**config.mk**
```make
export PLATFORM = sky130hd
export DESIGN_NAME = mouse_event_queue
export DESIGN_NICKNAME = d
export VERILOG_FILES = /design/src/rtl/mev_pkg.sv /design/src/rtl/mev_ring.sv /design/src/rtl/mouse_event_queue.sv
export SDC_FILE = /design/constraint.sdc
export NUM_CORES = 2
export LEC_CHECK = 0
export BUFFER_PORTS_ARGS = -buffer_cell sky130_fd_sc_hd__clkbuf_2
export CAP_MARGIN = 20
export CORE_MARGIN = 4
export CORE_UTILIZATION = 62
export DETAILED_ROUTE_END_ITERATION = 16
export PLACE_DENSITY = 0.86
export SYNTH_ARGS = -nofsm -noshare
export SYNTH_HDL_FRONTEND = slang
export SYNTH_SLANG_ARGS = --single-unit
```
**constraint.sdc**
```tcl
create_clock -name clk -period 13.3 [get_ports clk]
set_input_delay 2.66 -clock clk [delete_from_list [all_inputs] [get_ports clk]]
set_output_delay 2.66 -clock clk [all_outputs]
set_load 0.02 [all_outputs]
```
**src/rtl/mev_pkg.sv**
```systemverilog
package mev_pkg;

    localparam int RING_DEPTH = 16;
    localparam int IDX_W      = $clog2(RING_DEPTH);
    localparam int PTR_W      = $clog2(2 * RING_DEPTH);
    localparam int OCC_W      = PTR_W + 1;
    localparam int CFG_IDX_W  = 3;
    localparam int CFG_DATA_W = 16;

    localparam logic signed [15:0] CLIP_MIN_X_RST = 16'sd0;
    localparam logic signed [15:0] CLIP_MAX_X_RST = 16'sd1024;
    localparam logic signed [15:0] CLIP_MIN_Y_RST = 16'sd0;
    localparam logic signed [15:0] CLIP_MAX_Y_RST = 16'sd768;

    typedef enum logic [1:0] {
        CMD_TRACK  = 2'd0,
        CMD_WARP   = 2'd1,
        CMD_READ   = 2'd2,
        CMD_RESIZE = 2'd3
    } cmd_t;

    typedef enum logic [CFG_IDX_W-1:0] {
        CFG_SCREEN = 3'd0,
        CFG_MIN_X  = 3'd1,
        CFG_MAX_X  = 3'd2,
        CFG_MIN_Y  = 3'd3,
        CFG_MAX_Y  = 3'd4
    } cfg_idx_t;

    typedef enum logic {
        ST_IDLE = 1'b0,
        ST_READ = 1'b1
    } state_t;

    typedef struct packed {
        logic signed [15:0] x;
        logic signed [15:0] y;
        logic [7:0]         buttons;
        logic [31:0]        time_ms;
        logic [31:0]        count;
    } mev_snap_t;

    // Ring slot of a pointer that counts modulo twice the depth.
    function automatic logic [IDX_W-1:0] ptr_idx(input logic [PTR_W-1:0] ptr);
        logic [PTR_W-1:0] t;
        begin
            t = (ptr >= PTR_W'(RING_DEPTH)) ? ptr - PTR_W'(RING_DEPTH) : ptr;
            return t[IDX_W-1:0];
        end
    endfunction

    function automatic logic [PTR_W-1:0] ptr_next(input logic [PTR_W-1:0] ptr);
        begin
            return (ptr == PTR_W'(2 * RING_DEPTH - 1)) ? '0 : ptr + PTR_W'(1);
        end
    endfunction

    // Minimum first; an empty rectangle falls through to max minus one.
    function automatic logic signed [15:0] clamp_axis(input logic signed [15:0] v,
                                                      input logic signed [15:0] lo,
                                                      input logic signed [15:0] hi);
        logic signed [15:0] t;
        begin
            t = (v < lo) ? lo : v;
            if (t >= hi)
                t = hi - 16'sd1;
            return t;
        end
    endfunction

endpackage

```
**src/rtl/mev_ring.sv**
```systemverilog
module mev_ring (
    input  logic                        clk,
    input  logic                        wr_en,
    input  logic [mev_pkg::IDX_W-1:0]   wr_addr,
    input  mev_pkg::mev_snap_t          wr_data,
    input  logic [mev_pkg::IDX_W-1:0]   rd_addr,
    output mev_pkg::mev_snap_t          rd_data
);
    import mev_pkg::*;

    mev_snap_t mem [RING_DEPTH];
    mev_snap_t rd_data_reg;

    always_ff @(posedge clk)
    begin
        if (wr_en)
            mem[wr_addr] <= wr_data;
    end

    always_ff @(posedge clk)
    begin
        rd_data_reg <= mem[rd_addr];
    end

    assign rd_data = rd_data_reg;

endmodule

```
**src/rtl/mouse_event_queue.sv**
```systemverilog
// Track, warp and resize beats leave the block idle, so a new beat can be taken the next cycle.
// A read beat enters the read state: the ring memory read, then the report lands in the
// output register once the output is not stalled. The ring's registered read port sets this.
// Reset (rst_n, asynchronous, active low) clears pointers, counters, current state and
// configuration; ring contents stay undefined and need no clearing pass.
module mouse_event_queue (
    input  logic                             clk,
    input  logic                             rst_n,

    input  logic                             cfg_valid,
    output logic                             cfg_ready,
    input  logic [mev_pkg::CFG_IDX_W-1:0]    cfg_index,
    input  logic [mev_pkg::CFG_DATA_W-1:0]   cfg_data,

    input  logic                             in_valid,
    output logic                             in_stall,
    input  logic [1:0]                       command,
    input  logic signed [15:0]               pos_x,
    input  logic signed [15:0]               pos_y,
    input  logic [7:0]                       button_mask,
    input  logic [31:0]                      time_ms,

    output logic                             out_valid,
    input  logic                             out_stall,
    output logic                             has_report,
    output logic                             resize_flag,
    output logic signed [15:0]               out_x,
    output logic signed [15:0]               out_y,
    output logic [7:0]                       out_buttons,
    output logic [31:0]                      out_time_ms
);
    import mev_pkg::*;

    // Configuration registers.
    logic               screen_present_reg;
    logic signed [15:0] clip_min_x_reg;
    logic signed [15:0] clip_max_x_reg;
    logic signed [15:0] clip_min_y_reg;
    logic signed [15:0] clip_max_y_reg;

    // Pointer state.
    logic signed [15:0] cur_x_reg;
    logic signed [15:0] cur_y_reg;
    logic [7:0]         cur_buttons_reg;
    logic [31:0]        cur_time_reg;
    logic [31:0]        update_count_reg;
    logic [31:0]        seen_count_reg;
    logic               resize_pending_reg;
    logic [PTR_W-1:0]   read_ptr_reg;
    logic [PTR_W-1:0]   write_ptr_reg;

    state_t state_reg;
    state_t state_next;

    // Output register.
    logic               out_valid_reg;
    logic               has_report_reg;
    logic               resize_flag_reg;
    logic signed [15:0] out_x_reg;
    logic signed [15:0] out_y_reg;
    logic [7:0]         out_buttons_reg;
    logic [31:0]        out_time_reg;

    logic       in_accept;
    logic       out_load;
    logic       track_go;
    logic       snap_go;
    logic       ring_full;
    logic       ring_empty;
    logic       nothing_new;
    logic [OCC_W-1:0] occupancy;
    cmd_t       cmd;
    logic [7:0] new_buttons;
    mev_snap_t  snap_wr;
    mev_snap_t  snap_rd;
    mev_snap_t  report;

    assign cmd       = cmd_t'(command);
    assign cfg_ready = 1'b1;

    always_ff @(posedge clk or negedge rst_n)
    begin
        if (!rst_n)
        begin
            screen_present_reg <= 1'b0;
            clip_min_x_reg     <= CLIP_MIN_X_RST;
            clip_max_x_reg     <= CLIP_MAX_X_RST;
            clip_min_y_reg     <= CLIP_MIN_Y_RST;
            clip_max_y_reg     <= CLIP_MAX_Y_RST;
        end
        else if (cfg_valid && cfg_ready)
        begin
            unique case (cfg_idx_t'(cfg_index))
                CFG_SCREEN: screen_present_reg <= cfg_data[0];
                CFG_MIN_X:  clip_min_x_reg     <= cfg_data;
                CFG_MAX_X:  clip_max_x_reg     <= cfg_data;
                CFG_MIN_Y:  clip_min_y_reg     <= cfg_data;
                CFG_MAX_Y:  clip_max_y_reg     <= cfg_data;
                default:    ;
            endcase
        end
    end

    // Next-state logic.
    always_comb
    begin
        state_next = state_reg;
        unique case (state_reg)
            ST_IDLE:
            begin
                if (in_accept && cmd == CMD_READ)
                    state_next = ST_READ;
            end
            ST_READ:
            begin
                if (out_load)
                    state_next = ST_IDLE;
            end
            default: state_next = ST_IDLE;
        endcase
    end

    // State-decoded outputs.
    always_comb
    begin
        in_stall = 1'b1;
        out_load = 1'b0;
        unique case (state_reg)
            ST_IDLE: in_stall = 1'b0;
            ST_READ: out_load = !out_valid_reg || !out_stall;
            default: ;
        endcase
    end

    assign in_accept = in_valid && !in_stall;

    always_comb
    begin
        if (write_ptr_reg >= read_ptr_reg)
            occupancy = OCC_W'(write_ptr_reg) - OCC_W'(read_ptr_reg);
        else
            occupancy = OCC_W'(write_ptr_reg) + OCC_W'(2 * RING_DEPTH)
                        - OCC_W'(read_ptr_reg);
    end

    assign ring_full   = (occupancy == OCC_W'(RING_DEPTH));
    assign ring_empty  = (read_ptr_reg == write_ptr_reg);
    assign new_buttons = (cmd == CMD_TRACK) ? button_mask : cur_buttons_reg;
    assign track_go    = in_accept && screen_present_reg
                         && (cmd == CMD_TRACK || cmd == CMD_WARP);
    assign snap_go     = track_go && (new_buttons != cur_buttons_reg) && !ring_full;

    assign snap_wr.x       = clamp_axis(pos_x, clip_min_x_reg, clip_max_x_reg);
    assign snap_wr.y       = clamp_axis(pos_y, clip_min_y_reg, clip_max_y_reg);
    assign snap_wr.buttons = new_buttons;
    assign snap_wr.time_ms = time_ms;
    assign snap_wr.count   = update_count_reg + 32'd1;

    // Writes happen only on track beats and the read address is sampled on the read
    // beat itself, so a read never overlaps a write to the same slot.
    mev_ring u_ring (
        .clk     (clk),
        .wr_en   (snap_go),
        .wr_addr (ptr_idx(write_ptr_reg)),
        .wr_data (snap_wr),
        .rd_addr (ptr_idx(read_ptr_reg)),
        .rd_data (snap_rd)
    );

    assign nothing_new = (seen_count_reg == update_count_reg) && !resize_pending_reg;

    always_comb
    begin
        if (ring_empty)
        begin
            report.x       = cur_x_reg;
            report.y       = cur_y_reg;
            report.buttons = cur_buttons_reg;
            report.time_ms = cur_time_reg;
            report.count   = update_count_reg;
        end
        else
        begin
            report = snap_rd;
        end
    end

    always_ff @(posedge clk or negedge rst_n)
    begin
        if (!rst_n)
        begin
            state_reg          <= ST_IDLE;
            cur_x_reg          <= '0;
            cur_y_reg          <= '0;
            cur_buttons_reg    <= '0;
            cur_time_reg       <= '0;
            update_count_reg   <= '0;
            seen_count_reg     <= '0;
            resize_pending_reg <= 1'b0;
            read_ptr_reg       <= '0;
            write_ptr_reg      <= '0;
            out_valid_reg      <= 1'b0;
        end
        else
        begin
            state_reg <= state_next;

            if (track_go)
            begin
                cur_x_reg        <= snap_wr.x;
                cur_y_reg        <= snap_wr.y;
                cur_buttons_reg  <= new_buttons;
                cur_time_reg     <= time_ms;
                update_count_reg <= snap_wr.count;
            end
            if (snap_go)
                write_ptr_reg <= ptr_next(write_ptr_reg);

            if (in_accept && cmd == CMD_RESIZE)
                resize_pending_reg <= 1'b1;

            if (out_load && !nothing_new)
            begin
                seen_count_reg     <= report.count;
                resize_pending_reg <= 1'b0;
                if (!ring_empty)
                    read_ptr_reg <= ptr_next(read_ptr_reg);
            end

            if (out_load)
                out_valid_reg <= 1'b1;
            else if (!out_stall)
                out_valid_reg <= 1'b0;
        end
    end

    always_ff @(posedge clk)
    begin
        if (out_load)
        begin
            if (nothing_new)
            begin
                has_report_reg  <= 1'b0;
                resize_flag_reg <= 1'b0;
                out_x_reg       <= '0;
                out_y_reg       <= '0;
                out_buttons_reg <= '0;
                out_time_reg    <= '0;
            end
            else
            begin
                has_report_reg  <= 1'b1;
                resize_flag_reg <= resize_pending_reg;
                out_x_reg       <= report.x;
                out_y_reg       <= report.y;
                out_buttons_reg <= report.buttons;
                out_time_reg    <= report.time_ms;
            end
        end
    end

    assign out_valid   = out_valid_reg;
    assign has_report  = has_report_reg;
    assign resize_flag = resize_flag_reg;
    assign out_x       = out_x_reg;
    assign out_y       = out_y_reg;
    assign out_buttons = out_buttons_reg;
    assign out_time_ms = out_time_reg;

`ifndef NO_ASSERTIONS
    // The ring never holds more snapshots than it has slots.
    assert property (@(posedge clk) disable iff (!rst_n)
        occupancy <= OCC_W'(RING_DEPTH))
        else $error("ring occupancy above depth");

    // A read beat always enters the read state on the following edge.
    assert property (@(posedge clk) disable iff (!rst_n)
        (in_accept && cmd == CMD_READ) |=> (state_reg == ST_READ))
        else $error("read beat did not enter the read state");

    // An empty report carries all-zero fields and no resize.
    assert property (@(posedge clk) disable iff (!rst_n)
        (out_valid && !has_report) |-> (!resize_flag && out_x == '0 && out_y == '0
                                        && out_buttons == '0 && out_time_ms == '0))
        else $error("empty report carries data");

    // Snapshots are queued only while a screen is present.
    assert property (@(posedge clk) disable iff (!rst_n)
        snap_go |-> screen_present_reg)
        else $error("snapshot queued without a screen");
`endif

endmodule
```
==> metrics.csv <==
stage,metric,value,unit
cts,post-CTS resize count,0,
pwr,leakage,32.0,nW
die,DIE AREA,137000,um2
detailed_routing,DR vias/cell,6.95,
logic_synthesis,number of synthesized flops with an enable pin,1738,
critical_path,crit path DAT,8610,ps
critical_path,Worst Path Required,13770,ps
placed_design,DP Wirelength,104000,um
logic_synthesis,synthesized flop and latch total,2056,
critical_path,max incr delay on CP,930,ps
cts,number of buffers created by CTS,192,
grt,vias in the first global route,45593,
critical_path,Critical Path Fanout Max,18,
grt,GR Layer Usage met2,0.510,
critical_path,Worst R2R Setup Slack,6710,ps
die,Core Box Area,130000,um2
grt,GR Overflow Total,0,
logic_synthesis,post-synthesis cell type count,77,
cts,TritonCTS clock tree,done,
critical_path,crit start category,input pin,
die,DIE HEIGHT,370,um
grt,grt met3 use,0.0580,
critical_path,WP depth,16,
critical_path,RR Startpoint,clip_min_y_reg[13]$_DFFE_PN0P_,
grt,Top Usage Layer GRT,met2,
logic_synthesis,post-synth top area share,0.643,
grt,met1 usage,0.425,
die,Starting Density,0.626,
critical_path,Crit Path Category,input pin to flip-flop,
detailed_routing,drt first pass iters,6,
logic_synthesis,leading area contributor after synthesis,edfxtp_1,
run,number of max-cap violations,0,
critical_path,CP endpoint kind,flip-flop,
sta,final setup violating endpoints,0,
logic_synthesis,Mapped Cells,4250,
logic_synthesis,Syn Nets,4426,
detailed_routing,wire per inst,33.0,um
detailed_routing,final wirelength,212000,um
cts,number of setup buffers added after CTS,0,
cts,maximum clock insertion buffer count,3,
hold_path,Hold Path Class,flip-flop to flip-flop,
logic_synthesis,cells taking the most area after synthesis,"edfxtp_1 64%, mux4_2 14%, dfrtp_1 6.5%",
finish,"commonest non-fill, non-tap cells in the layout","1738 x edfxtp_1, 520 x mux4_2, 381 x nand2_1, 208 x dfrtp_1, 195 x clkbuf_16",
sta,Setup Skew,72.2,ps
detailed_routing,via count,44508,
critical_path,count of buffer and inverter cells on the critical path,3,
finish,"commonest non-fill, non-tap cell in the layout",edfxtp_1,
cts,H-tree depth,4,
detailed_routing,initial drt markers,6885,
sta,Fin. Hold Viols,0,
die,die width,370,um
finish,max reg flops,1664,
die,num rows,132,
logic_synthesis,Synth warnings,0,
sta,period utilisation layout,0.612,
logic_synthesis,async set-reset flop share out of synthesis,0.104,
placed_design,port bufs,173,
cts,cts hold-fix bufs,0,
critical_path,CP startpoint,pos_y[13],
pwr,power density over the cells,203,nW/um2
logic_synthesis,sequential share of the synthesized area,0.734,
grt,pin count of the biggest net entering global routing,130,
critical_path,"most used cell, CP",ha_1,
grt,All-Layer GR Usage,0.312,
finish,share of layout cells above drive strength 1,0.253,
sta,normalized max-slew margin,0.254,
run_status,outcome,completed,
logic_synthesis,Post-Syn Area per Cell,19.1,um2
pwr,Peak VDD IR,0.000173,V
sta,fin. max-slew vios,0,
cts,Clock Pin Slew Worst Setup and Hold Paths,60,ps
sta,unrepaired setup endpoints after global routing,no,
pwr,Design Power,18.5,mW
sta,setup TNS,0,ps
cts,root buffer cell,clkbuf_16,
logic_synthesis,Netlist Area Pre-Place,81200,um2
detailed_routing,Detail Route Antenna Nets,0,
finish,fin nets,4672,
critical_path,slowest CP cell,mux2i_1,
die,I/O Pins,175,
critical_path,Worst Setup EP,u_ring.mem[0][76]$_DFFE_PP_,
sta,Least-Margin Pin Slew,1090,ps
detailed_routing,DRC Markers,0,
sta,FMAX,123,MHz
critical_path,cell family with most CP delay,compound AO/OA/AOI/OAI gates,
finish,area grow syn2layout,12.0,%
finish,Fill cells,7364,
critical_path,RR Endpoint,u_ring.mem[0][76]$_DFFE_PP_,
sta,fin crit period,8140,ps
critical_path,Reg2Reg Depth,16,
grt,initial antenna violation count,2,
placed_design,GP Congestion,0.916,
cts,Worst-Skew Late Latency,840,ps
critical_path,CP Cell Sequence,clkbuf_2 > ha_1 > nand4_1 > nor3_2 > buf_4 > nand4bb_1 > nand3_2 > a311oi_1 > inv_1 > ha_1 > a41oi_1 > o21ai_0 > a221oi_1 > a31oi_1 > nor2_4 > mux2i_1,
logic_synthesis,ys flop type,edfxtp_1,
cts,clock sink count,2056,
grt,first-pass GRT wire length,310000,um
[cell usage after synthesis (26+ instances only)]
library cell  instances
inv_1               105
clkbuf_1            156
dfxtp_1             104
nand3_1              26
a21oi_1              92
xnor2_1              69
edfxtp_1           1738
nor2_1               67
buf_1                28
o21ai_0             141
mux2_2               28
a311oi_1             32
mux2i_1              81
nor3_1               28
mux4_2              520
ha_1                 77
dfrtp_1             211
buf_2                55
nand2_1             381
xor2_1               60
[stage by stage]
step | hold WS (ps) | utilization | worst slack, ps | area (um2) | instances
2_1_floorplan | 446 | - | 1080 | 81200 | 4250
3_3_place_gp | 457 | 0.648 | 4280 | 84100 | 5994
3_5_place_dp | 464 | 0.648 | 4050 | 84100 | 5995
4_1_cts | 481 | 0.698 | 4900 | 90600 | 6357
5_1_grt | 505 | 0.701 | 4810 | 91000 | 6406
6_report | 484 | 0.701 | 5160 | 91000 | 6407
[final cells by class]
type                            instances  area [um2]  share of cell area
Sequential cell                      2056       59600               0.655
Multi-Input combinational cell       1843       20300               0.223
Antenna cell                            1        2.50           0.0000275
Timing Repair Buffer                  297        1960              0.0215
Clock buffer                          286        5540              0.0609
Inverter                              106         408             0.00448
Clock inverter                         76         942              0.0104
Tap cell                             1742        2180              0.0240
[power by group]
group	switching (mW)	total, mW	internal, mW
combinational	2.54	4.56	2.02
sequential	0.372	8.28	7.91
clock	2.44	5.64	3.20
total	5.36	18.5	13.1
[routing by layer]
layer	share of wire	wire length, um
met1	0.35	73600
met3	0.11	23000
met5	0.000061	13
met2	0.50	106000
met4	0.042	8970
[cell families (layout without fill, tap and decap cells)]
family	count (synthesis)	in the layout	share of synthesized area
adders and majority gates	78	78	0.0121
buffers and inverters	351	765	0.0176
AOI/OAI and AO/OA	378	378	0.0293
muxes	629	629	0.158
xor gates and xnor gates	129	129	0.0139
other	1	2	0.0000462
and+or+nand+nor	628	628	0.0349
DFF	2056	2056	0.734
[worst min-delay path by stage]
stage                              startpoint                            to  slack (ps)  depth (start not counted)
5_1_grt        resize_pending_reg$_DFFE_PN0P_     resize_flag$_SDFFCE_PP0P_         500                          0
6_report          cur_time_reg[2]$_DFFE_PN0P_   cur_time_reg[2]$_DFFE_PN0P_         480                          2
4_1_cts           cur_time_reg[2]$_DFFE_PN0P_   cur_time_reg[2]$_DFFE_PN0P_         480                          2
3_5_place_dp     cur_time_reg[13]$_DFFE_PN0P_  cur_time_reg[13]$_DFFE_PN0P_         460                          2
2_1_floorplan     cur_time_reg[0]$_DFFE_PN0P_   cur_time_reg[0]$_DFFE_PN0P_         450                          2
3_3_place_gp     cur_time_reg[16]$_DFFE_PN0P_  cur_time_reg[16]$_DFFE_PN0P_         460                          2
[worst register-to-register path, stage by stage, from the launching register on]
cell and delay [ps]:
dfrtp_1 400, inv_1 130, ha_1 280, nand4_1 130, nor3_2 50, buf_4 200
nand4bb_1 590, nand3_2 460, a311oi_1 870, inv_1 110, ha_1 320, a41oi_1 170
o21ai_0 120, a221oi_1 490, a31oi_1 360, nor2_4 660, mux2i_1 940
Power figures use the tool's default switching activity.
